## src/rsd_pkg.sv

```systemverilog
// shared types, register codes and widening tables for the sprite decoder
`timescale 1ns / 1ps

package rsd_pkg;

  // depth of the queue between front and back
  localparam int unsigned RSD_QUEUE_DEPTH = 2;

  // saturation value of the column counter
  localparam logic [16:0] COL_MAX = 17'h1FFFF;

  // configuration register indexes
  typedef enum logic [2:0] {
    REG_COLOR_MODE   = 3'd0,
    REG_IMAGE_WIDTH  = 3'd1,
    REG_IMAGE_HEIGHT = 3'd2,
    REG_OFFSET_X     = 3'd3,
    REG_OFFSET_Y     = 3'd4,
    REG_OUT_WIDTH    = 3'd5
  } cfg_idx_t;

  // pixel format codes
  localparam logic MODE_RGB555 = 1'b0;
  localparam logic MODE_RGB565 = 1'b1;

  // register view seen by front and back
  typedef struct packed {
    logic        color_mode;
    logic [15:0] image_width;
    logic [15:0] image_height;
    logic [15:0] offset_x;
    logic [15:0] out_width;
    logic [31:0] base_prod;   // offset_y * out_width
  } rsd_cfg_t;

  // one classified word on its way to the back
  typedef struct packed {
    logic [31:0] row_base;
    logic [16:0] column;
    logic [15:0] word;
    logic        mode;
    logic        is_pixel;
    logic        image_end;
  } rsd_rec_t;

  typedef logic [31:0][7:0] w5_tab_t;
  typedef logic [63:0][7:0] w6_tab_t;

  // 5-bit channel: floor(c*8*1.03)
  function automatic w5_tab_t build_widen5();
    w5_tab_t t;
    for (int i = 0; i < 32; i++) begin
      t[i] = 8'((i * 8 * 103) / 100);
    end
    return t;
  endfunction

  // 6-bit channel: floor(c*4*1.012)
  function automatic w6_tab_t build_widen6();
    w6_tab_t t;
    for (int i = 0; i < 64; i++) begin
      t[i] = 8'((i * 4 * 253) / 250);
    end
    return t;
  endfunction

  localparam w5_tab_t WIDEN5 = build_widen5();
  localparam w6_tab_t WIDEN6 = build_widen6();

endpackage

```

## src/rle_sprite_color_decoder_core.sv

```systemverilog
// top level: configuration registers, front, queue and back of the decoder
// a result word is stored in the queue and then in the output register before it leaves
// throughput: one input word per cycle, header words included, as long as out_tready is high
// the queue between front and back lets the input keep flowing for two words while out stalls
// reset (synchronous, rst_n low) clears run and position state, restores register defaults
// and empties queue and output register; no memory clearing is needed
`timescale 1ns / 1ps

module rle_sprite_color_decoder_core #(
  parameter int unsigned QUEUE_DEPTH = rsd_pkg::RSD_QUEUE_DEPTH
) (
  input  logic        clk,
  input  logic        rst_n,
  // configuration write channel
  input  logic        cfg_valid,
  output logic        cfg_ready,
  input  logic [2:0]  cfg_index,
  input  logic [15:0] cfg_data,
  // input words
  input  logic        in_tvalid,
  output logic        in_tready,
  input  logic [15:0] in_tdata,   // [15:0] data_word
  // result words
  output logic        out_tvalid,
  input  logic        out_tready,
  output logic [55:0] out_tdata,  // [31:0] pixel_address, [39:32] red, [47:40] green,
                                  // [55:48] blue
  output logic        out_tlast,  // image_end
  output logic        out_tuser   // [0] is_pixel
);
  import rsd_pkg::*;

  logic        color_mode_r;
  logic [15:0] image_width_r;
  logic [15:0] image_height_r;
  logic [15:0] offset_x_r;
  logic [15:0] offset_y_r;
  logic [15:0] out_width_r;
  logic [31:0] base_prod_r;

  logic        cfg_we;
  logic [15:0] mul_a;
  logic [15:0] mul_b;
  logic [31:0] base_prod_nxt;

  rsd_cfg_t cfg;
  rsd_rec_t push_rec;
  rsd_rec_t pop_rec;
  logic     q_push;
  logic     q_pop;
  logic     q_full;
  logic     q_empty;

  assign cfg_ready = 1'b1;
  assign cfg_we    = cfg_valid && cfg_ready;

  // origin row base follows every write, using the new value in place of the old
  assign mul_a         = (cfg_index == REG_OFFSET_Y)  ? cfg_data : offset_y_r;
  assign mul_b         = (cfg_index == REG_OUT_WIDTH) ? cfg_data : out_width_r;
  assign base_prod_nxt = mul_a * mul_b;

  // configuration registers
  always_ff @(posedge clk) begin
    if (!rst_n) begin
      color_mode_r   <= MODE_RGB565;
      image_width_r  <= '0;
      image_height_r <= 16'd1;
      offset_x_r     <= '0;
      offset_y_r     <= '0;
      out_width_r    <= '0;
      base_prod_r    <= '0;
    end else if (cfg_we) begin
      base_prod_r <= base_prod_nxt;
      case (cfg_index)
        REG_COLOR_MODE:   color_mode_r   <= cfg_data[0];
        REG_IMAGE_WIDTH:  image_width_r  <= cfg_data;
        REG_IMAGE_HEIGHT: image_height_r <= cfg_data;
        REG_OFFSET_X:     offset_x_r     <= cfg_data;
        REG_OFFSET_Y:     offset_y_r     <= cfg_data;
        REG_OUT_WIDTH:    out_width_r    <= cfg_data;
        default: ;
      endcase
    end
  end

  always_comb begin
    cfg.color_mode   = color_mode_r;
    cfg.image_width  = image_width_r;
    cfg.image_height = image_height_r;
    cfg.offset_x     = offset_x_r;
    cfg.out_width    = out_width_r;
    cfg.base_prod    = base_prod_r;
  end

  rsd_front u_front (
    .clk       (clk),
    .rst_n     (rst_n),
    .cfg       (cfg),
    .in_tvalid (in_tvalid),
    .in_tready (in_tready),
    .in_tdata  (in_tdata),
    .q_full    (q_full),
    .q_push    (q_push),
    .q_rec     (push_rec)
  );

  rsd_queue #(
    .DEPTH (QUEUE_DEPTH)
  ) u_queue (
    .clk      (clk),
    .rst_n    (rst_n),
    .push     (q_push),
    .push_rec (push_rec),
    .full     (q_full),
    .pop      (q_pop),
    .pop_rec  (pop_rec),
    .empty    (q_empty)
  );

  rsd_back u_back (
    .clk        (clk),
    .rst_n      (rst_n),
    .cfg        (cfg),
    .q_empty    (q_empty),
    .q_rec      (pop_rec),
    .q_pop      (q_pop),
    .out_tvalid (out_tvalid),
    .out_tready (out_tready),
    .out_tdata  (out_tdata),
    .out_tlast  (out_tlast),
    .out_tuser  (out_tuser)
  );

endmodule

```

## src/rsd_front.sv

```systemverilog
// front: accepts stream words, tracks runs and position, queues results
`timescale 1ns / 1ps

module rsd_front (
  input  logic             clk,
  input  logic             rst_n,
  input  rsd_pkg::rsd_cfg_t cfg,
  input  logic             in_tvalid,
  output logic             in_tready,
  input  logic [15:0]      in_tdata,
  input  logic             q_full,
  output logic             q_push,
  output rsd_pkg::rsd_rec_t q_rec
);
  import rsd_pkg::*;

  logic        in_run_r, in_run_nxt;
  logic [7:0]  pixels_left_r, pixels_left_nxt;
  logic        eol_pending_r, eol_pending_nxt;
  logic [16:0] column_r, column_nxt;
  logic [15:0] row_r, row_nxt;
  logic [31:0] row_base_r, row_base_nxt;
  logic        base_valid_r, base_valid_nxt;

  logic        accept;
  logic [31:0] rb;
  logic [7:0]  count;
  logic [17:0] col_sum;
  logic [16:0] col_skip;
  logic [16:0] iw17;
  logic        fits;
  logic [15:0] row_inc;
  logic        line_done;

  assign in_tready = !q_full;
  assign accept    = in_tvalid && in_tready;

  // header decode and fit check
  assign rb       = base_valid_r ? row_base_r : cfg.base_prod;
  assign count    = in_tdata[15:8];
  assign col_sum  = {1'b0, column_r} + {11'd0, in_tdata[6:0]};
  assign col_skip = col_sum[17] ? COL_MAX : col_sum[16:0];
  assign iw17     = {1'b0, cfg.image_width};
  assign fits     = (col_skip <= iw17) && ({9'd0, count} <= (iw17 - col_skip));
  assign row_inc  = row_r + 16'd1;

  // next position state and queued record
  always_comb begin
    in_run_nxt      = in_run_r;
    pixels_left_nxt = pixels_left_r;
    eol_pending_nxt = eol_pending_r;
    column_nxt      = column_r;
    row_nxt         = row_r;
    row_base_nxt    = row_base_r;
    base_valid_nxt  = base_valid_r;
    line_done       = 1'b0;
    q_push          = 1'b0;
    q_rec           = '0;
    if (accept) begin
      base_valid_nxt = 1'b1;
      row_base_nxt   = rb;
      if (in_run_r) begin
        q_push         = 1'b1;
        q_rec.row_base = rb;
        q_rec.column   = column_r;
        q_rec.word     = in_tdata;
        q_rec.mode     = cfg.color_mode;
        q_rec.is_pixel = 1'b1;
        if (column_r != COL_MAX) begin
          column_nxt = column_r + 17'd1;
        end
        pixels_left_nxt = pixels_left_r - 8'd1;
        if (pixels_left_r == 8'd1) begin
          in_run_nxt = 1'b0;
          if (eol_pending_r) begin
            eol_pending_nxt = 1'b0;
            line_done       = 1'b1;
          end
        end
      end else begin
        column_nxt = col_skip;
        if (fits && (count != 8'd0)) begin
          in_run_nxt      = 1'b1;
          pixels_left_nxt = count;
          eol_pending_nxt = in_tdata[7];
        end else if (in_tdata[7]) begin
          line_done = 1'b1;
        end
      end
      // end of line, possibly end of image
      if (line_done) begin
        row_nxt      = row_inc;
        column_nxt   = '0;
        row_base_nxt = rb + {16'd0, cfg.out_width};
        if ((row_inc >= cfg.image_height) || (cfg.image_height == 16'd0)) begin
          row_nxt         = '0;
          base_valid_nxt  = 1'b0;
          in_run_nxt      = 1'b0;
          pixels_left_nxt = '0;
          eol_pending_nxt = 1'b0;
          q_push          = 1'b1;
          q_rec.image_end = 1'b1;
        end
      end
    end
  end

  // state registers
  always_ff @(posedge clk) begin
    if (!rst_n) begin
      in_run_r      <= 1'b0;
      pixels_left_r <= '0;
      eol_pending_r <= 1'b0;
      column_r      <= '0;
      row_r         <= '0;
      row_base_r    <= '0;
      base_valid_r  <= 1'b0;
    end else begin
      in_run_r      <= in_run_nxt;
      pixels_left_r <= pixels_left_nxt;
      eol_pending_r <= eol_pending_nxt;
      column_r      <= column_nxt;
      row_r         <= row_nxt;
      row_base_r    <= row_base_nxt;
      base_valid_r  <= base_valid_nxt;
    end
  end

endmodule

```

## src/rsd_queue.sv

```systemverilog
// small queue of classified words between front and back
`timescale 1ns / 1ps

module rsd_queue #(
  parameter int unsigned DEPTH = rsd_pkg::RSD_QUEUE_DEPTH
) (
  input  logic              clk,
  input  logic              rst_n,
  input  logic              push,
  input  rsd_pkg::rsd_rec_t push_rec,
  output logic              full,
  input  logic              pop,
  output rsd_pkg::rsd_rec_t pop_rec,
  output logic              empty
);
  import rsd_pkg::*;

  localparam int unsigned PW = (DEPTH > 1) ? $clog2(DEPTH) : 1;
  localparam int unsigned CW = $clog2(DEPTH + 1);
  localparam logic [PW-1:0] PTR_LAST = PW'(DEPTH - 1);
  localparam logic [CW-1:0] CNT_FULL = CW'(DEPTH);

  rsd_rec_t      mem_r [DEPTH];
  logic [PW-1:0] wr_ptr_r, wr_ptr_nxt;
  logic [PW-1:0] rd_ptr_r, rd_ptr_nxt;
  logic [CW-1:0] count_r, count_nxt;

  assign full    = (count_r == CNT_FULL);
  assign empty   = (count_r == '0);
  assign pop_rec = mem_r[rd_ptr_r];

  // pointer and fill count
  always_comb begin
    wr_ptr_nxt = wr_ptr_r;
    rd_ptr_nxt = rd_ptr_r;
    count_nxt  = count_r;
    if (push) begin
      wr_ptr_nxt = (wr_ptr_r == PTR_LAST) ? '0 : wr_ptr_r + 1'b1;
    end
    if (pop) begin
      rd_ptr_nxt = (rd_ptr_r == PTR_LAST) ? '0 : rd_ptr_r + 1'b1;
    end
    if (push && !pop) begin
      count_nxt = count_r + 1'b1;
    end else if (pop && !push) begin
      count_nxt = count_r - 1'b1;
    end
  end

  always_ff @(posedge clk) begin
    if (!rst_n) begin
      wr_ptr_r <= '0;
      rd_ptr_r <= '0;
      count_r  <= '0;
    end else begin
      wr_ptr_r <= wr_ptr_nxt;
      rd_ptr_r <= rd_ptr_nxt;
      count_r  <= count_nxt;
    end
  end

  // entry storage
  always_ff @(posedge clk) begin
    if (push) begin
      mem_r[wr_ptr_r] <= push_rec;
    end
  end

endmodule

```

## src/rsd_back.sv

```systemverilog
// back: address add and color widening into the output register
`timescale 1ns / 1ps

module rsd_back (
  input  logic              clk,
  input  logic              rst_n,
  input  rsd_pkg::rsd_cfg_t cfg,
  input  logic              q_empty,
  input  rsd_pkg::rsd_rec_t q_rec,
  output logic              q_pop,
  output logic              out_tvalid,
  input  logic              out_tready,
  output logic [55:0]       out_tdata,
  output logic              out_tlast,
  output logic              out_tuser
);
  import rsd_pkg::*;

  logic        valid_r;
  logic [31:0] addr_r, addr_nxt;
  logic [7:0]  red_r, red_nxt;
  logic [7:0]  green_r, green_nxt;
  logic [7:0]  blue_r, blue_nxt;
  logic        pix_r;
  logic        end_r;
  logic        load;

  assign load  = !q_empty && (!valid_r || out_tready);
  assign q_pop = load;

  // destination address and widened channels
  always_comb begin
    addr_nxt  = '0;
    red_nxt   = '0;
    green_nxt = '0;
    blue_nxt  = '0;
    if (q_rec.is_pixel) begin
      addr_nxt = q_rec.row_base + {16'd0, cfg.offset_x} + {15'd0, q_rec.column};
      blue_nxt = WIDEN5[q_rec.word[4:0]];
      if (q_rec.mode == MODE_RGB565) begin
        red_nxt   = WIDEN5[q_rec.word[15:11]];
        green_nxt = WIDEN6[q_rec.word[10:5]];
      end else begin
        red_nxt   = WIDEN5[q_rec.word[14:10]];
        green_nxt = WIDEN5[q_rec.word[9:5]];
      end
    end
  end

  // output valid
  always_ff @(posedge clk) begin
    if (!rst_n) begin
      valid_r <= 1'b0;
    end else if (load) begin
      valid_r <= 1'b1;
    end else if (out_tready) begin
      valid_r <= 1'b0;
    end
  end

  // output payload
  always_ff @(posedge clk) begin
    if (load) begin
      addr_r  <= addr_nxt;
      red_r   <= red_nxt;
      green_r <= green_nxt;
      blue_r  <= blue_nxt;
      pix_r   <= q_rec.is_pixel;
      end_r   <= q_rec.image_end;
    end
  end

  assign out_tvalid = valid_r;
  assign out_tdata  = {blue_r, green_r, red_r, addr_r};
  assign out_tlast  = end_r;
  assign out_tuser  = pix_r;

endmodule
```

## config.mk

```make
export PLATFORM = sky130hd
export DESIGN_NAME = rle_sprite_color_decoder_core
export DESIGN_NICKNAME = d
export VERILOG_FILES = /design/src/rsd_pkg.sv /design/src/rle_sprite_color_decoder_core.sv /design/src/rsd_front.sv /design/src/rsd_queue.sv /design/src/rsd_back.sv
export SDC_FILE = /design/constraint.sdc
export NUM_CORES = 2
export LEC_CHECK = 0
export ABC_AREA = 1
export BUFFER_PORTS_ARGS = -buffer_cell sky130_fd_sc_hd__buf_2
export CAP_MARGIN = 10
export CORE_UTILIZATION = 46
export DETAILED_ROUTE_END_ITERATION = 16
export PLACE_DENSITY = 0.62
export SKIP_LAST_GASP = 1
export SYNTH_ARGS = -nofsm -noshare
export SYNTH_HDL_FRONTEND = slang
export SYNTH_SLANG_ARGS = --single-unit
```

## constraint.sdc

```tcl
create_clock -name clk -period 7.8 [get_ports clk]
set_input_delay 0.39 -clock clk [delete_from_list [all_inputs] [get_ports clk]]
set_output_delay 0.39 -clock clk [all_outputs]
set_load 0.02 [all_outputs]
```

## Word level (Yosys, flattened, before mapping)

Memories as Yosys holds them, arrays and structs flattened. A register that Yosys moved wholly into a read port is not among the register bits.
Index checks and enable logic that the tools add are counted.
W data, S select, Z words.

| word-level totals | value |
|---|---|
| register bits after elaboration | 244 |
| bits in read-only memories | 1,536 |
| memory bits (writable) | 136 |
| memories kept | 6 |
| output and inout port bits | 61 |
| input bits | 40 |

| operators by class | value |
|---|---|
| equality and inequality tests | 9 |
| multiplexer cells | 55 |
| multiply operators | 1 |
| $add $sub $neg | 12 |
| reductions and logical operators | 26 |
| $lt $le $gt $ge | 7 |

Memories:

| memory | depth | width | rd ports | clocked after Yosys merged registers in | wr ports | RTL line | source |
|---|---|---|---|---|---|---|---|
| (name not given) | 64 | 8 | 1 | 0 | 0 | rsd_back.sv:42 | `green_nxt = WIDEN6[q_rec.word[10:5]];` |
| (name not given) | 32 | 8 | 1 | 0 | 0 | rsd_back.sv:45 | `green_nxt = WIDEN5[q_rec.word[9:5]];` |
| (name not given) | 32 | 8 | 1 | 0 | 0 | rsd_back.sv:44 | `red_nxt = WIDEN5[q_rec.word[14:10]];` |
| (name not given) | 32 | 8 | 1 | 1 | 0 | rsd_back.sv:39 | `blue_nxt = WIDEN5[q_rec.word[4:0]];` |
| (name not given) | 32 | 8 | 1 | 0 | 0 | rsd_back.sv:41 | `red_nxt = WIDEN5[q_rec.word[15:11]];` |
| u_queue.mem_r | 2 | 68 | 1 | 1 | 1 | rsd_queue.sv:23 | `rsd_rec_t mem_r [DEPTH];` |

Operators by type and width:

| kind | count |
|---|---|
| $mux W8 | 10 |
| $mux W17 | 4 |
| $mux W68 | 1 |
| $mux W67 | 1 |
| $add A32 B16 Y32 | 2 |
| $mux W32 | 2 |
| $mux W16 | 3 |
| $add A32 B17 Y32 | 1 |
| $mul A16 B16 Y32 | 1 |
| $mux W1 | 32 |
| $add A17 B7 Y18 | 1 |
| $lt A5 B6 Y1 const B | 3 |
| $add A17 B1 Y17 const B | 1 |
| $le A17 B16 Y1 | 1 |
| $le A8 B17 Y1 | 1 |
| $ne A17 B17 Y1 const B | 1 |
| $sub A16 B17 Y17 | 1 |
| $add A16 B1 Y16 const B | 1 |
| $ge A16 B16 Y1 | 1 |
| $logic_not A16 Y1 | 1 |
| $reduce_and A2 Y1 | 6 |
| $eq A8 B1 Y1 const B | 1 |
| $reduce_bool A8 Y1 | 1 |
| $sub A8 B1 Y8 const B | 1 |
| 16 further kinds | 32 |

## Logic depth before layout (Yosys ltp)

| logic depth | value |
|---|---|
| word-level depth | 15 |
| depth in mapped cells | 35 |
| depth with buffers taken out | 34 |

## By module

From an unflattened synthesis, not the netlist that was laid out.

| second synthesis, totals | value |
|---|---|
| cells, all modules | 4,177 |
| area total of the unflattened synthesis | 31,969.4 µm² |

By module, submodules not included:

| module | sequential area each (µm²) | instances | area an instance (µm²) | cells an instance |
|---|---|---|---|---|
| rle_sprite_color_decoder_core | 2,262.2 | 1 | 13,514.2 | 1,844 |
| rsd_front | 1,521.5 | 1 | 8,697.1 | 1,500 |
| rsd_queue | 4,184.0 | 1 | 5,225.0 | 247 |
| rsd_back | 1,761.7 | 1 | 4,533.1 | 586 |

## Worst setup path before layout

OpenSTA, ideal clock, no wires.

| timing path | value |
|---|---|
| path type | input -> register |
| start point | in in_tdata[5] |
| end point | mem u_queue.mem_r[1][0] (netlist name) (enable) |
| path buffers | 1 |
| setup slack | 0.616 ns |
| data required time | 7.304 ns |
| arrival | 6.688 ns |
| stages on the path | 30 |
| path through | ha_1 > nand2_1 > nor2_1 > nand2_1 > nand2_1 > nand3_2 > inv_1 > or2_2 > ha_1 > inv_1 > fa_1 > nand3_1 > nand3_1 > xnor2_1 > ha_1 > nand2_1 > nor2_1 > nand2_1 > nand3_1 > nand2_1 > nand2_1 > nand2_1 > nand2_1 > nand3_1 > nor2_1 > nand3_2 > nand3_4 > buf_4 > nand4_1 > nor2_1 |

| between the ends | value |
|---|---|
| word-level cells in the longest chain between the ends | 13 |

Ends and longest elaborated chain:

| what | RTL line | source |
|---|---|---|
| start: declaration | rle_sprite_color_decoder_core.sv:22 | `input logic [15:0] in_tdata,` |
| $add A17 B7 Y18 (*) | rsd_front.sv:41 | `assign col_sum = {1'b0, column_r} + {11'd0, in_tdata[6:0]};` |
| $mux W17 (*) | rsd_front.sv:42 | `assign col_skip = col_sum[17] ? COL_MAX : col_sum[16:0];` |
| $sub A16 B17 Y17 | rsd_front.sv:44 | `assign fits = (col_skip <= iw17) && ({9'd0, count} <= (iw17 - col_skip));` |
| $le A8 B17 Y1 | rsd_front.sv:44 |  |
| $logic_and A1 B1 Y1 (*) | rsd_front.sv:44 |  |
| $logic_and A1 B1 Y1 (*) | rsd_front.sv:82 | `if (fits && (count != 8'd0)) begin` |
| $mux W1 (*) | rsd_front.sv:82 |  |
| $mux W1 (*) | rsd_front.sv:62 | `if (in_run_r) begin` |
| $mux W1 (*) | rsd_front.sv:59 | `if (accept) begin` |
| $mux W1 (*) | rsd_front.sv:91 | `if (line_done) begin` |
| $mux W1 (*) | rsd_front.sv:59 |  |
| $mux W1 (*) | rsd_queue.sv:64 | `if (push) begin` |
| $mux W1 (not written as such) (*) | rsd_queue.sv:65 | `mem_r[wr_ptr_r] <= push_rec;` |
| end: declaration | rsd_queue.sv:23 |  |

Every way passes the cells marked *; elsewhere a longest branch is shown, timed or not. The select of a mux whose other input is x is not followed.

## Worst setup path in the final report

| timing path | value |
|---|---|
| start point | in cfg_index[1] |
| end point | reg base_prod_r[23] |

| between the ends | value |
|---|---|
| word-level cells in the longest chain between the ends | 3 |

Ends and longest elaborated chain:

| what | RTL line | source |
|---|---|---|
| start: declaration | rle_sprite_color_decoder_core.sv:17 | `input logic [2:0] cfg_index,` |
| $eq A3 B3 Y1, on equally long branches | rle_sprite_color_decoder_core.sv:58, rle_sprite_color_decoder_core.sv:59 |  |
| $mux W16 | - |  |
| $mul A16 B16 Y32 (*) | rle_sprite_color_decoder_core.sv:60 | `assign base_prod_nxt = mul_a * mul_b;` |
| end signal: assignment | rle_sprite_color_decoder_core.sv:73 | `base_prod_r <= base_prod_nxt;` |
| end: declaration | rle_sprite_color_decoder_core.sv:39 | `logic [31:0] base_prod_r;` |

Every way passes the cells marked *; elsewhere a longest branch is shown, timed or not.
A chain may end at the register's enable or synchronous reset.

==> out/summary.txt <==
min Tclk post-route: 6.778 ns
DRC Markers: 0
die height: 258.8 um
Cells after Synth: 3,824
Post-Route M1 WL: 36.34 mm
Avg WL per Cell: 17.54 um
latest clock arrival within the worst-skew pair: 0.60 ns
final worst-path cycle share: 86.90%
status: finished, final reports clean
post-synthesis register bit count: 389
WS Path Type: input pin to flip-flop
Logic pwr share: 46.5%
WL met3: 4.392 mm
placed wire-length estimate: 64.40 mm
RSZ-0062 raised after global routing: false
CTS Hold Bufs: 0
Leakage: 15.43 nW
max-slew violations: 0
Worst-path clk slew: 0.06 ns
chip width: 258.8 um
net load switching power: 3.940 mW
syn avg cell area: 7.930 sq um
setup_tns: 0 ns
Final Core Density: 51.40%
net count after synthesis: 4,269
Initial Util: 46.79%
layout cells sized above 1: 8.743%
Sequential Power Share: 30.1%
area grow syn2layout: 9.861%
Sink Count: 389
# rows: 93
drt total wl: 83.80 mm
Max Used Layer: met4
Sw Ratio: 42.28%
vias in the first global route: 24.15k
max_cap viols: 0
fin worst setup slack: 1.022 ns
Hold Crit Class: input pin to flip-flop
largest net degree at the start of global routing: 86
Slew HR: 21.82%
pwr dens: 279.7 nW/um^2
CTS resizes: 0
CTS root buf: clkbuf_16
clock skew after layout: 0.02708 ns
Critical Path RT: 8.34 ns
pre-CTS setup slack: 0.4845 ns
CTS tree: done
worst slew pin tran: 1.173 ns
Worst Path Arrival: 7.32 ns
global-route wire length before repair: 133.6 mm
buffer depth of the longest clock path: 3
synth unique cells: 58
Clk pwr share: 23.4%
post-synth top area cell: edfxtp_1
DR iter-0 viols: 1,701
CTS HTree Levels: 2
Yosys warning count: 0
number of port buffers: 99
slowest CP cell: o21ai_0
# nets final: 4,331
Area contributors post-synth: edfxtp_1 19%, fa_1 14%, dfxtp_1 13%
fmax: 147.5 MHz
area share of the leading cell type in the synthesized netlist: 19.21%
grt ovf: 0
CTS Buf Count: 45
met2 WL: 40.07 mm
Mapped Area: 30,330 sq um
Final ANT Viol Nets: 0
register area share after synthesis: 32.08%
most frequent cells in the layout: 721 x nand2_1, 683 x inv_1, 372 x nor2_1
CP max stage delay: 0.58 ns
Total GRT Usage: 25.48%
commonest non-fill, non-tap cell in the layout: nand2_1
vias per cell: 5.250
Post-CTS Setup Inserts: 0
via count: 25.09k
# IOs: 101
initial antenna violation count: 0
n_diodes: 0
First-pass DRT Iterations: 5
Die ar.: 66,950 sq um
Core Region: 64,810 sq um
Power Internal: 5.378 mW
CP Capture Type: flip-flop
final number of setup-violating endpoints: 0
Startpoint Class: input pin
Final Hold Vio Count: 0
Max VDD drop: 0.1504 mV
maximum fanout along the worst path: 12
gpl congestion: 0.9519
==> cell families (layout without fill, tap and decap cells) <==
group / Yosys count / count (layout) / share of synthesized area [%]
xor+xnor: 81 / 81 / 2.339
buf+inv: 843 / 942 / 10.69
compound gates: 680 / 680 / 12.14
fa+ha+maj: 405 / 405 / 22.01
flops: 389 / 389 / 32.08
other cells: 1 / 1 / 0.01237
mux: 48 / 48 / 1.725
simple gates: 1377 / 1377 / 19.00
==> metrics by stage <==
step           instance area (sq um)  std cells  hold slack (ns)  power, mW
2_1_floorplan                  30330       3824           0.4258      6.001
3_3_place_gp                   31770       4694           0.4298      7.144
3_5_place_dp                   31770       4694           0.4490      7.169
4_1_cts                        33320       4778           0.1151      9.392
5_1_grt                        33320       4778           0.1518      10.05
6_report                       33320       4778           0.1393      9.318
==> synthesized netlist by cell type (all sizes together) <==
| cell | number |
|---|---|
| nand4 | 45 |
| and3 | 1 |
| fa | 214 |
| nor3 | 26 |
| a31o | 2 |
| mux2i | 14 |
| o211ai | 28 |
| a211o | 1 |
| a2111oi | 1 |
| o221a | 1 |
| xor2 | 50 |
| nand2 | 728 |
| inv | 694 |
| or2 | 24 |
| o211a | 2 |
| nor4 | 17 |
| a31oi | 7 |
| nand3 | 149 |
| xnor2 | 31 |
| o21a | 18 |
| edfxtp | 194 |
| nand3b | 6 |
| o22ai | 4 |
| o21ai | 296 |
| o21bai | 3 |
| conb | 1 |
| a22o | 1 |
| a21oi | 296 |
| mux2 | 34 |
| a21o | 5 |
| clkinv | 8 |
| a21boi | 3 |
| buf | 40 |
| o221ai | 3 |
| ha | 191 |
| nor2 | 379 |
| a22oi | 2 |
| clkbuf | 101 |
| a211oi | 4 |
| and2 | 2 |
| dfxtp | 195 |
| o31ai | 2 |
| a221oi | 1 |
==> worst max-delay path, delay by kind of cell <==
| family | cells | cell delay (ns) |
|---|---|---|
| buffers and inverters | 9 | 1.28 |
| AOI/OAI and AO/OA | 6 | 1.36 |
| and+or+nand+nor | 7 | 1.10 |
| adders and majority gates | 7 | 3.17 |
==> final cells by class <==
class / instances / area, sq um
Fill cell: 6316 / 31500
Multi-Input combinational cell: 2592 / 17390
Sequential cell: 389 / 9733
Inverter: 702 / 2638
Clock buffer: 61 / 1237
Tap cell: 855 / 1070
Timing Repair Buffer: 156 / 935.9
Clock inverter: 23 / 310.3
==> power groups by stage <==
stage               Sequential, mW  Clock, mW  Combinational [mW]
floorplan                     3.02          0                2.99
global placement              2.84          0                4.30
detailed placement            2.85          0                4.32
finish                        2.80       2.18                4.33
global route                  2.85       2.31                4.90
CTS                           2.81       2.23                4.35
==> path summary, 6_finish.rpt <==
path                               from                    end  slack [ns]  cells after the start
hold reg to reg   u_front.row_base_r[8]  u_front.row_base_r[8]        0.46                      2
setup / recovery           cfg_index[1]        base_prod_r[23]        1.02                     29
hold / removal               out_tready      u_back.out_tvalid        0.14                      4
setup reg to reg          offset_y_r[9]        base_prod_r[23]        1.16                     28
==> registers in the layout, indices dropped and copies added, names as in the netlist, 16 cells and up, named ones only <==
| signal | cells |
|---|---|
| offset_y_r | 16 |
| u_front.row_r | 16 |
| u_front.column_r | 17 |
| image_height_r | 16 |
| u_front.row_base_r | 32 |
| offset_x_r | 16 |
| image_width_r | 16 |
| u_queue.mem_r | 136 |
| base_prod_r | 32 |
| out_width_r | 16 |
| u_back.addr_r | 32 |
==> metal layers <==
metal / vias up / GRT usage, %
li1: 12370 / -
met1: 11840 / 33.43
met2: 728 / 43.56
met3: 148 / 2.719
met4: 0 / 8.941
met5: - / 0
(Power assumes the default switching activity.)
